--- src/hw/rtl/bnls_pkg.sv ---
// Shared types, constants and helpers for the blended normal light shader.
package bnls_pkg;

  typedef struct packed {
    logic signed [7:0] normal_x;
    logic signed [7:0] normal_y;
    logic signed [7:0] normal_z;
  } pix_in_t;

  typedef struct packed {
    logic       pixel_on;
    logic [7:0] lit_level;
    logic [7:0] luminance;
    logic       in_band;
    logic [7:0] glow_red;
    logic [7:0] glow_green;
    logic [7:0] glow_blue;
  } pix_out_t;

  typedef struct packed {
    logic [7:0]        roundness;
    logic [6:0]        fade_half_width;
    logic [6:0]        night_floor;
    logic signed [8:0] light_x;
    logic signed [8:0] light_y;
    logic signed [6:0] light_z;
    logic [5:0]        glow_width;
    logic [8:0]        glow_peak;
  } cfg_t;

  localparam int CfgIdxW  = 3;
  localparam int CfgDataW = 9;

  localparam logic [CfgIdxW-1:0] CfgRoundness     = 3'd0;
  localparam logic [CfgIdxW-1:0] CfgFadeHalfWidth = 3'd1;
  localparam logic [CfgIdxW-1:0] CfgNightFloor    = 3'd2;
  localparam logic [CfgIdxW-1:0] CfgLightX        = 3'd3;
  localparam logic [CfgIdxW-1:0] CfgLightY        = 3'd4;
  localparam logic [CfgIdxW-1:0] CfgLightZ        = 3'd5;
  localparam logic [CfgIdxW-1:0] CfgGlowWidth     = 3'd6;
  localparam logic [CfgIdxW-1:0] CfgGlowPeak      = 3'd7;

  localparam cfg_t CfgReset = '{
    roundness:       8'd170,
    fade_half_width: 7'd36,
    night_floor:     7'd18,
    light_x:         9'sd127,
    light_y:         9'sd0,
    light_z:         7'sd0,
    glow_width:      6'd9,
    glow_peak:       9'd200
  };

  // Divider lanes: restoring, QuoW quotient bits, DivPerStage bits per stage
  localparam int RemW        = 16;
  localparam int DenW        = 8;
  localparam int QuoW        = 10;
  localparam int DivPerStage = 2;
  localparam int DivStages   = QuoW / DivPerStage;

  typedef struct packed {
    logic [RemW-1:0] rem;
    logic [DenW-1:0] den;
    logic [QuoW-1:0] quo;
  } dlane_t;

  typedef struct packed {
    logic zero;
    logic lit_lo;
    logic lit_hi;
    logic in_band;
  } side_t;

  typedef struct packed {
    dlane_t lit;
    dlane_t glow;
    side_t  side;
  } div_stage_t;

  // Exact x / 255 for x below 65280
  function automatic logic [7:0] div255(logic [15:0] x);
    logic [16:0] s;
    s = 17'(x) + 17'(x[15:8]) + 17'd1;
    return s[15:8];
  endfunction

endpackage

--- src/hw/rtl/bnls_front.sv ---
// Front pipeline: face normal, blend, dot product, divide by 127, divider setup.
module bnls_front import bnls_pkg::*; (
  input  logic       clk_i,
  input  logic       rst_ni,
  input  cfg_t       cfg_i,
  input  logic       in_valid_i,
  output logic       in_ready_o,
  input  pix_in_t    in_data_i,
  output logic       out_valid_o,
  input  logic       out_ready_i,
  output div_stage_t out_data_o
);

  localparam int NStg = 6;
  localparam logic [13:0] Recip127 = 14'd8256;
  localparam int Recip127Sh = 20;

  logic [NStg-1:0] v_q;
  logic [NStg-1:0] v_src;
  logic [NStg:0]   rdy;
  logic [NStg-1:0] en;

  always_comb begin
    rdy[NStg] = out_ready_i;
    for (int k = NStg - 1; k >= 0; k--) begin
      rdy[k] = !v_q[k] || rdy[k+1];
    end
  end

  assign v_src = {v_q[NStg-2:0], in_valid_i};
  assign en    = rdy[NStg-1:0] & v_src;

  always_ff @(posedge clk_i or negedge rst_ni) begin
    if (!rst_ni) begin
      v_q <= '0;
    end else begin
      for (int k = 0; k < NStg; k++) begin
        if (rdy[k]) begin
          v_q[k] <= v_src[k];
        end
      end
    end
  end

  function automatic logic signed [17:0] blend_num(logic signed [7:0] p, logic sel,
                                                   logic [7:0] r);
    logic signed [17:0] fe;
    logic signed [17:0] pe;
    logic signed [17:0] we;
    logic signed [17:0] wc;
    fe = !sel ? 18'sd0 : ((p > 8'sd0) ? 18'sd127 : -18'sd127);
    pe = 18'(p);
    we = $signed({10'd0, r});
    wc = $signed({10'd0, 8'd255 - r});
    return fe * wc + pe * we;
  endfunction

  // Stage 1: dominant axis and blend numerators
  logic signed [7:0]  p [3];
  logic [7:0]         a [3];
  logic [2:0]         sel;
  logic               s1_zero_d, s1_zero_q;
  logic signed [17:0] s1_num_d [3];
  logic signed [17:0] s1_num_q [3];

  always_comb begin
    p[0] = in_data_i.normal_x;
    p[1] = in_data_i.normal_y;
    p[2] = in_data_i.normal_z;
    for (int i = 0; i < 3; i++) begin
      a[i] = p[i][7] ? 8'(-p[i]) : 8'(p[i]);
    end
    sel[0] = (a[0] >= a[1]) && (a[0] >= a[2]);
    sel[1] = !sel[0] && (a[1] >= a[2]);
    sel[2] = !sel[0] && !sel[1];
    s1_zero_d = (p[0] == 8'sd0) && (p[1] == 8'sd0) && (p[2] == 8'sd0);
    for (int i = 0; i < 3; i++) begin
      s1_num_d[i] = blend_num(p[i], sel[i], cfg_i.roundness);
    end
  end

  // Stage 2: divide by 255 toward zero
  logic              s2_zero_q;
  logic signed [8:0] s2_n_d [3];
  logic signed [8:0] s2_n_q [3];

  always_comb begin
    logic [17:0]       mag;
    logic signed [8:0] nq;
    for (int i = 0; i < 3; i++) begin
      mag = s1_num_q[i][17] ? 18'(-s1_num_q[i]) : 18'(s1_num_q[i]);
      nq  = $signed({1'b0, div255(mag[15:0])});
      s2_n_d[i] = s1_num_q[i][17] ? -nq : nq;
    end
  end

  // Stage 3: dot product
  logic               s3_zero_q;
  logic signed [19:0] s3_sum_d, s3_sum_q;

  assign s3_sum_d = 20'(s2_n_q[0]) * 20'(cfg_i.light_x)
                  + 20'(s2_n_q[1]) * 20'(cfg_i.light_y)
                  + 20'(s2_n_q[2]) * 20'(cfg_i.light_z);

  // Stage 4: magnitude and reciprocal estimate of /127
  logic        s4_zero_q;
  logic        s4_neg_q;
  logic [16:0] s4_mag_d, s4_mag_q;
  logic [30:0] s4_prod;
  logic [9:0]  s4_q0_d, s4_q0_q;

  always_comb begin
    s4_mag_d = s3_sum_q[19] ? 17'(-s3_sum_q) : 17'(s3_sum_q);
    s4_prod  = 31'(s4_mag_d) * 31'(Recip127);
    s4_q0_d  = s4_prod[Recip127Sh+9:Recip127Sh];
  end

  // Stage 5: one-step correction, signed quotient
  logic               s5_zero_q;
  logic [16:0]        s5_rem;
  logic [9:0]         s5_qq;
  logic signed [10:0] s5_d_d, s5_d_q;

  always_comb begin
    s5_rem = s4_mag_q - 17'(s4_q0_q) * 17'd127;
    s5_qq  = s4_q0_q + 10'(s5_rem >= 17'd127);
    s5_d_d = s4_neg_q ? -$signed({1'b0, s5_qq}) : $signed({1'b0, s5_qq});
  end

  // Stage 6: ramp and glow divider setup
  div_stage_t         s6_d, s6_q;
  logic [6:0]         fade;
  logic signed [10:0] fades;
  logic signed [11:0] u;
  logic [7:0]         u8;
  logic [9:0]         ad;
  logic [5:0]         gdiff;
  logic               mid;

  always_comb begin
    fade  = (cfg_i.fade_half_width == 7'd0) ? 7'd1 : cfg_i.fade_half_width;
    fades = $signed({4'd0, fade});
    u     = 12'(s5_d_q) + 12'(fades);
    u8    = u[7:0];
    ad    = s5_d_q[10] ? 10'(-s5_d_q) : 10'(s5_d_q);
    gdiff = cfg_i.glow_width - ad[5:0];

    s6_d.side.zero    = s5_zero_q;
    s6_d.side.lit_lo  = (u <= 12'sd0);
    s6_d.side.lit_hi  = (s5_d_q >= fades);
    s6_d.side.in_band = ({4'd0, cfg_i.glow_width} > ad);
    mid = !s6_d.side.lit_lo && !s6_d.side.lit_hi;

    s6_d.lit.rem  = mid ? ({u8, 8'd0} - {8'd0, u8}) : '0;
    s6_d.lit.den  = {fade, 1'b0};
    s6_d.lit.quo  = '0;
    s6_d.glow.rem = s6_d.side.in_band ? 16'(15'(gdiff) * 15'(cfg_i.glow_peak)) : '0;
    s6_d.glow.den = {2'd0, cfg_i.glow_width};
    s6_d.glow.quo = '0;
  end

  always_ff @(posedge clk_i) begin
    if (en[0]) begin
      s1_zero_q <= s1_zero_d;
      s1_num_q  <= s1_num_d;
    end
    if (en[1]) begin
      s2_zero_q <= s1_zero_q;
      s2_n_q    <= s2_n_d;
    end
    if (en[2]) begin
      s3_zero_q <= s2_zero_q;
      s3_sum_q  <= s3_sum_d;
    end
    if (en[3]) begin
      s4_zero_q <= s3_zero_q;
      s4_neg_q  <= s3_sum_q[19];
      s4_mag_q  <= s4_mag_d;
      s4_q0_q   <= s4_q0_d;
    end
    if (en[4]) begin
      s5_zero_q <= s4_zero_q;
      s5_d_q    <= s5_d_d;
    end
    if (en[5]) begin
      s6_q <= s6_d;
    end
  end

  assign in_ready_o  = rdy[0];
  assign out_valid_o = v_q[NStg-1];
  assign out_data_o  = s6_q;

endmodule

--- src/hw/rtl/bnls_div.sv ---
// Pipelined two-lane restoring divider for the lit ramp and the glow amount.
module bnls_div import bnls_pkg::*; (
  input  logic       clk_i,
  input  logic       rst_ni,
  input  logic       in_valid_i,
  output logic       in_ready_o,
  input  div_stage_t in_data_i,
  output logic       out_valid_o,
  input  logic       out_ready_i,
  output div_stage_t out_data_o
);

  function automatic dlane_t div_step(dlane_t l, logic [3:0] sh);
    logic [RemW+1:0] cmp;
    logic [RemW+1:0] rem;
    dlane_t          o;
    cmp   = (RemW+2)'(l.den) << sh;
    rem   = (RemW+2)'(l.rem);
    o     = l;
    o.quo = {l.quo[QuoW-2:0], 1'b0};
    if (rem >= cmp) begin
      o.rem    = RemW'(rem - cmp);
      o.quo[0] = 1'b1;
    end
    return o;
  endfunction

  logic [DivStages-1:0] v_q;
  logic [DivStages-1:0] v_src;
  logic [DivStages:0]   rdy;
  div_stage_t           stg_q [DivStages];

  always_comb begin
    rdy[DivStages] = out_ready_i;
    for (int k = DivStages - 1; k >= 0; k--) begin
      rdy[k] = !v_q[k] || rdy[k+1];
    end
  end

  assign v_src = {v_q[DivStages-2:0], in_valid_i};

  always_ff @(posedge clk_i or negedge rst_ni) begin
    if (!rst_ni) begin
      v_q <= '0;
    end else begin
      for (int k = 0; k < DivStages; k++) begin
        if (rdy[k]) begin
          v_q[k] <= v_src[k];
        end
      end
    end
  end

  for (genvar k = 0; k < DivStages; k++) begin : g_stg
    div_stage_t src;
    div_stage_t stg_d;

    if (k == 0) begin : g_first
      assign src = in_data_i;
    end else begin : g_rest
      assign src = stg_q[k-1];
    end

    always_comb begin
      stg_d = src;
      for (int j = 0; j < DivPerStage; j++) begin
        stg_d.lit  = div_step(stg_d.lit, 4'(QuoW - 1 - k * DivPerStage - j));
        stg_d.glow = div_step(stg_d.glow, 4'(QuoW - 1 - k * DivPerStage - j));
      end
    end

    always_ff @(posedge clk_i) begin
      if (rdy[k] && v_src[k]) begin
        stg_q[k] <= stg_d;
      end
    end
  end

  assign in_ready_o  = rdy[0];
  assign out_valid_o = v_q[DivStages-1];
  assign out_data_o  = stg_q[DivStages-1];

endmodule

--- src/hw/rtl/bnls_back.sv ---
// Back pipeline: lit clamp, glow colors, luminance and output register.
module bnls_back import bnls_pkg::*; (
  input  logic       clk_i,
  input  logic       rst_ni,
  input  cfg_t       cfg_i,
  input  logic       in_valid_i,
  output logic       in_ready_o,
  input  div_stage_t in_data_i,
  output logic       out_valid_o,
  input  logic       out_ready_i,
  output pix_out_t   out_data_o
);

  localparam int NStg = 2;

  logic [NStg-1:0] v_q;
  logic [NStg-1:0] v_src;
  logic [NStg:0]   rdy;

  always_comb begin
    rdy[NStg] = out_ready_i;
    for (int k = NStg - 1; k >= 0; k--) begin
      rdy[k] = !v_q[k] || rdy[k+1];
    end
  end

  assign v_src = {v_q[NStg-2:0], in_valid_i};

  always_ff @(posedge clk_i or negedge rst_ni) begin
    if (!rst_ni) begin
      v_q <= '0;
    end else begin
      for (int k = 0; k < NStg; k++) begin
        if (rdy[k]) begin
          v_q[k] <= v_src[k];
        end
      end
    end
  end

  // Stage 1
  logic        b1_zero_q;
  logic        b1_band_q;
  logic [7:0]  b1_lit_d, b1_lit_q;
  logic [15:0] b1_prod_d, b1_prod_q;
  logic [7:0]  b1_red_d, b1_red_q;
  logic [7:0]  b1_green_d, b1_green_q;
  logic [7:0]  b1_blue_d, b1_blue_q;
  logic [8:0]  g;
  logic [10:0] g3;
  logic [19:0] gb;

  always_comb begin
    if (in_data_i.side.lit_lo) begin
      b1_lit_d = 8'd0;
    end else if (in_data_i.side.lit_hi) begin
      b1_lit_d = 8'd255;
    end else begin
      b1_lit_d = in_data_i.lit.quo[7:0];
    end
    b1_prod_d = 16'(b1_lit_d) * 16'(8'd255 - {1'b0, cfg_i.night_floor});

    g  = in_data_i.glow.quo[8:0];
    g3 = 11'(g) * 11'd3;
    gb = 20'(g) * 20'd683;
    b1_red_d   = (g > 9'd255) ? 8'd255 : g[7:0];
    b1_green_d = (g3[10:2] > 9'd255) ? 8'd255 : g3[9:2];
    b1_blue_d  = gb[18:11];
    if (!in_data_i.side.in_band) begin
      b1_red_d   = 8'd0;
      b1_green_d = 8'd0;
      b1_blue_d  = 8'd0;
    end
  end

  always_ff @(posedge clk_i) begin
    if (rdy[0] && v_src[0]) begin
      b1_zero_q  <= in_data_i.side.zero;
      b1_band_q  <= in_data_i.side.in_band;
      b1_lit_q   <= b1_lit_d;
      b1_prod_q  <= b1_prod_d;
      b1_red_q   <= b1_red_d;
      b1_green_q <= b1_green_d;
      b1_blue_q  <= b1_blue_d;
    end
  end

  // Stage 2: output register
  pix_out_t   out_d, out_q;
  logic [8:0] l0;
  logic [8:0] lb;

  always_comb begin
    l0 = 9'(cfg_i.night_floor) + 9'(div255(b1_prod_q));
    lb = b1_band_q ? ((l0 + 9'd255) >> 1) : l0;
    out_d.pixel_on   = 1'b1;
    out_d.lit_level  = b1_lit_q;
    out_d.luminance  = (lb > 9'd255) ? 8'd255 : lb[7:0];
    out_d.in_band    = b1_band_q;
    out_d.glow_red   = b1_red_q;
    out_d.glow_green = b1_green_q;
    out_d.glow_blue  = b1_blue_q;
    if (b1_zero_q) begin
      out_d = '0;
    end
  end

  always_ff @(posedge clk_i) begin
    if (rdy[1] && v_src[1]) begin
      out_q <= out_d;
    end
  end

  assign in_ready_o  = rdy[0];
  assign out_valid_o = v_q[NStg-1];
  assign out_data_o  = out_q;

endmodule

--- src/hw/rtl/blended_normal_light_shader.sv ---
// Top level of the blended normal light shader: config registers and pipeline.
//
// Per-pixel diffuse shading. Each transfer on the input channel (in_valid_i /
// in_ready_o, payload in_data_i) carries one signed normal; each transfer on
// the output channel (out_valid_o / out_ready_i, payload out_data_o) carries
// the lit level, luminance and glow amounts for it, in input order.
// Registers are written on the cfg channel (cfg_valid_i / cfg_ready_o,
// cfg_index_i, cfg_data_i); cfg_ready_o is always high. Write them only while
// no pixel is in flight.
// The pipeline has 13 register stages: 6 front (blend, dot product, divide by
// 127), 5 divider (two quotient bits per stage for both the ramp and glow
// divisions), 2 back.
// Throughput is one pixel per cycle while out_ready_i is high. Every stage
// has its own valid bit and loads whenever the stage ahead of it is empty or
// moving, so a stalled receiver stops only the occupied stages and bubbles
// are squeezed out.
// Reset clears all valid bits and loads the register defaults.
module blended_normal_light_shader import bnls_pkg::*; (
  input  logic                clk_i,
  input  logic                rst_ni,
  input  logic                in_valid_i,
  output logic                in_ready_o,
  input  pix_in_t             in_data_i,
  output logic                out_valid_o,
  input  logic                out_ready_i,
  output pix_out_t            out_data_o,
  input  logic                cfg_valid_i,
  output logic                cfg_ready_o,
  input  logic [CfgIdxW-1:0]  cfg_index_i,
  input  logic [CfgDataW-1:0] cfg_data_i
);

  cfg_t cfg_q;

  assign cfg_ready_o = 1'b1;

  always_ff @(posedge clk_i or negedge rst_ni) begin
    if (!rst_ni) begin
      cfg_q <= CfgReset;
    end else if (cfg_valid_i) begin
      case (cfg_index_i)
        CfgRoundness:     cfg_q.roundness       <= cfg_data_i[7:0];
        CfgFadeHalfWidth: cfg_q.fade_half_width <= cfg_data_i[6:0];
        CfgNightFloor:    cfg_q.night_floor     <= cfg_data_i[6:0];
        CfgLightX:        cfg_q.light_x         <= $signed(cfg_data_i[8:0]);
        CfgLightY:        cfg_q.light_y         <= $signed(cfg_data_i[8:0]);
        CfgLightZ:        cfg_q.light_z         <= $signed(cfg_data_i[6:0]);
        CfgGlowWidth:     cfg_q.glow_width      <= cfg_data_i[5:0];
        CfgGlowPeak:      cfg_q.glow_peak       <= cfg_data_i[8:0];
        default: ;
      endcase
    end
  end

  logic       fr_valid, fr_ready;
  div_stage_t fr_data;
  logic       dv_valid, dv_ready;
  div_stage_t dv_data;

  bnls_front u_front (
    .clk_i      (clk_i),
    .rst_ni     (rst_ni),
    .cfg_i      (cfg_q),
    .in_valid_i (in_valid_i),
    .in_ready_o (in_ready_o),
    .in_data_i  (in_data_i),
    .out_valid_o(fr_valid),
    .out_ready_i(fr_ready),
    .out_data_o (fr_data)
  );

  bnls_div u_div (
    .clk_i      (clk_i),
    .rst_ni     (rst_ni),
    .in_valid_i (fr_valid),
    .in_ready_o (fr_ready),
    .in_data_i  (fr_data),
    .out_valid_o(dv_valid),
    .out_ready_i(dv_ready),
    .out_data_o (dv_data)
  );

  bnls_back u_back (
    .clk_i      (clk_i),
    .rst_ni     (rst_ni),
    .cfg_i      (cfg_q),
    .in_valid_i (dv_valid),
    .in_ready_o (dv_ready),
    .in_data_i  (dv_data),
    .out_valid_o(out_valid_o),
    .out_ready_i(out_ready_i),
    .out_data_o (out_data_o)
  );

endmodule
--- config.mk ---
export PLATFORM = sky130hd
export DESIGN_NAME = blended_normal_light_shader
export DESIGN_NICKNAME = d
export VERILOG_FILES = /design/src/hw/rtl/bnls_pkg.sv /design/src/hw/rtl/bnls_front.sv /design/src/hw/rtl/bnls_div.sv /design/src/hw/rtl/bnls_back.sv /design/src/hw/rtl/blended_normal_light_shader.sv
export SDC_FILE = /design/constraint.sdc
export NUM_CORES = 2
export LEC_CHECK = 0
export ABC_AREA = 1
export BUFFER_PORTS_ARGS = -buffer_cell sky130_fd_sc_hd__buf_4
export CORE_UTILIZATION = 36
export CTS_BUF_LIST = sky130_fd_sc_hd__clkbuf_4 sky130_fd_sc_hd__clkbuf_8 sky130_fd_sc_hd__clkbuf_16
export DETAILED_ROUTE_END_ITERATION = 7
export HOLD_SLACK_MARGIN = 0.05
export PLACE_DENSITY_LB_ADDON = 0.15
export SLEW_MARGIN = 0
export SYNTH_ARGS = -nofsm -noshare
export SYNTH_HDL_FRONTEND = slang
export SYNTH_HIERARCHICAL = 1
export SYNTH_SLANG_ARGS = --single-unit
--- constraint.sdc ---
create_clock -name clk_i -period 15.6 [get_ports clk_i]
set_input_delay 3.9 -clock clk_i [delete_from_list [all_inputs] [get_ports clk_i]]
set_output_delay 3.9 -clock clk_i [all_outputs]
set_load 0.1 [all_outputs]
==> flow_summary.toml <==
[clock_network]
cts.clk_slew.worst_paths_ns = 0.06
cts_tree = "yes"
ctsHtreeMaxLevel = 3
cts_root_buf = "clkbuf_16"
cts_setup_buffers = 0
cts_num_sinks = 612
clockBufferDepth = 3
ctsHoldBuffers = 0
clock_latency_ns = 0.70
cts_resized = 0
cts_buffers = 79

[die]
die_area_sq_um = 197000
start_util = 0.364
dieHeight_microns = 444
die_w_microns = 444
io_pins = 86
rows = 161
fp.coreArea_sq_um = 193000

[placed_design]
dp_hpwl_microns = 137000
place_inst = 10700
gp_congestion = 0.862
port_buffers = 84

[yosys]
avgSynthCellArea_sq_um = 8.57
yosysWarnings = 6
syn-cell-area_sq_um = 70400
synthCells = 8221

[worst_setup_path]
crit_buf_inv = 8
worstPathRequired_ns = 16.03
arrival_ns = 11.76
crit_path_max_incr_delay_ns = 0.60
path_delay_family = "adder cells"
startpoint = "in_data_i[7]"
cpMostUsedCell = "nand2_1"
reg2reg_from = "u_front/s5_d_q[0]$_DFFE_PP_"
crit_fanout = 15
endpoint_kind = "flop"
cp_slowest_cell = "fa_1"
start_kind = "input pin"
path_class = "input pin to flop"

[global_routing]
first_global_vias = 52100
antenna_found_initial = 14
grt_pass1_wl_microns = 274000
grt.total_usage = 0.171
grt_max_degree = 58
overflow = 0

[layout]
synthToLayoutAreaGrowth_pct = 8.37
final_cell_count_no_fill = 10900
nets = 9781
drive_above_1_share = 0.0739
fillCellCount = 19600

[route]
totalWireLength_microns = 165000
drt_iter0_drc = 2235
drc = 0
vias_per_cell = 4.62
wl_met3_microns = 4600
wl_met2_microns = 80500
avgRoutedWirePerCell_microns = 15.2
drt_first_pass_iters = 7
wl_met1_microns = 75900
ant_nets = 0
highest_layer = "met4"
vias = 50200

[timing]
rsz0062_at_grt = "false"
worst_pin_slew_ns = 1.11
finalClockSkew_ns = 0.0342
setup-violations-final = 0
hold_viol_final = 0
slew_headroom = 0.260
finalCriticalPeriod_ns = 11.33
min_period_over_period = 0.726
clock.fmax_mhz = 88.3
setup_tns_ns = 0
drv_slew = 0

[run]
max_cap_viol_count = 0

[min_path]
hp-class = "flop to flop"
hold_start = "u_div/stg_q[0][259]$_DFFE_PP_"

[run_status]
status = "finished clean"
per-layer routing:
metal / GRT usage / vias to the layer above
li1: - / 25400
met1: 0.224 / 23900
met2: 0.300 / 641
met3: 0.0168 / 187
met4: 0.0466 / 0
met5: 0 / -
layout make-up:
| class | instances | area (sq um) | area share |
|---|---|---|---|
| diodes | 5 | 12.5 | 0.000164 |
| multi-input cells | 5497 | 44300 | 0.580 |
| inverters | 1961 | 7370 | 0.0965 |
| well taps | 2526 | 3160 | 0.0414 |
| clock buffers | 94 | 2130 | 0.0279 |
| clock inverters | 51 | 541 | 0.00708 |
| flip-flops and latches | 612 | 18000 | 0.236 |
| repair buffers | 105 | 788 | 0.0103 |
path summary, 6_finish.rpt:
| path | endpoint | slack (ns) | cells past startpoint |
|---|---|---|---|
| max | u_front/s1_num_q[35]$_DFFE_PP_ | 4.27 | 42 |
| min | u_div/stg_q[0][333]$_DFFE_PP_ | 0.41 | 0 |
| max reg2reg | u_front/out_data_o[35]$_SDFFCE_PN0P_ | 8.82 | 34 |
| min reg2reg | u_div/stg_q[0][333]$_DFFE_PP_ | 0.41 | 0 |
| max in group asynchronous | cfg_q[54]$_DFFE_PN0P_ | 11.42 | 2 |
| min in group asynchronous | u_back/v_q[1]$_DFFE_PN0P_ | 3.17 | 1 |
placed cells by master (no fill, tap or decap), types with 11 or more instances in the layout:
cell and n:
inv_1 1901, nand2_1 1741, fa_1 769, ha_1 715, nor2_1 538, edfxtp_1 537, a21oi_1 303, nand3_1 274
o21ai_0 213, xor2_1 186, xnor2_1 121, buf_4 105, clkbuf_16 80, nand4_1 79, nand2_2 69, dfrtp_1 55
or2_2 53, nor2_2 49, inv_2 49, nor3_1 48, o21ai_1 38, nand3_2 27, o21ai_2 21, dfstp_2 20
o21bai_1 20, nand3b_1 19, clkinv_1 17, a31oi_1 17, nand2_4 17, o21a_1 16, nor2_4 15, clkinv_2 14
a21o_1 14, o31ai_1 12, a21oi_2 11
worst reg2reg max path: cells and delay by family (launching register included):
| family | cells | cell delay [ns] |
|---|---|---|
| compound gates | 8 | 1.15 |
| xor+xnor | 2 | 0.85 |
| fa+ha+maj | 6 | 2.28 |
| buf+inv | 6 | 0.54 |
| flops | 1 | 0.53 |
| simple gates | 12 | 1.19 |
sequential cells by signal (all words and copies together), names as in the netlist, 5 cells and up:
signal,flops
cfg_q,62
u_back/b1_blue_q,8
u_back/b1_green_q,8
u_back/b1_lit_q,8
u_back/b1_prod_q,16
u_back/b1_red_q,8
u_back/out_data_o,42
u_div/stg_q,257
u_div/v_q,5
u_front/out_data_o,48
u_front/s1_num_q,51
u_front/s2_n_q,27
u_front/s3_sum_q,18
u_front/s4_mag_q,17
u_front/s4_q0_q,10
u_front/s5_d_q,11
u_front/v_q,6
metrics by stage:
step	hold slack (ns)	cell area [sq um]	utilization	worst slack (ns)
after floorplan	0.400	70400	-	4.36
after global placement	0.403	73600	0.381	3.57
after detailed placement	0.405	73600	0.381	3.55
after CTS	0.415	76300	0.395	4.30
after global routing	0.417	76300	0.395	3.63
final	0.415	76300	0.395	4.27
Power is not shown: default switching activity piles up to over one toggle a cycle in this logic, so the estimate is an artifact.
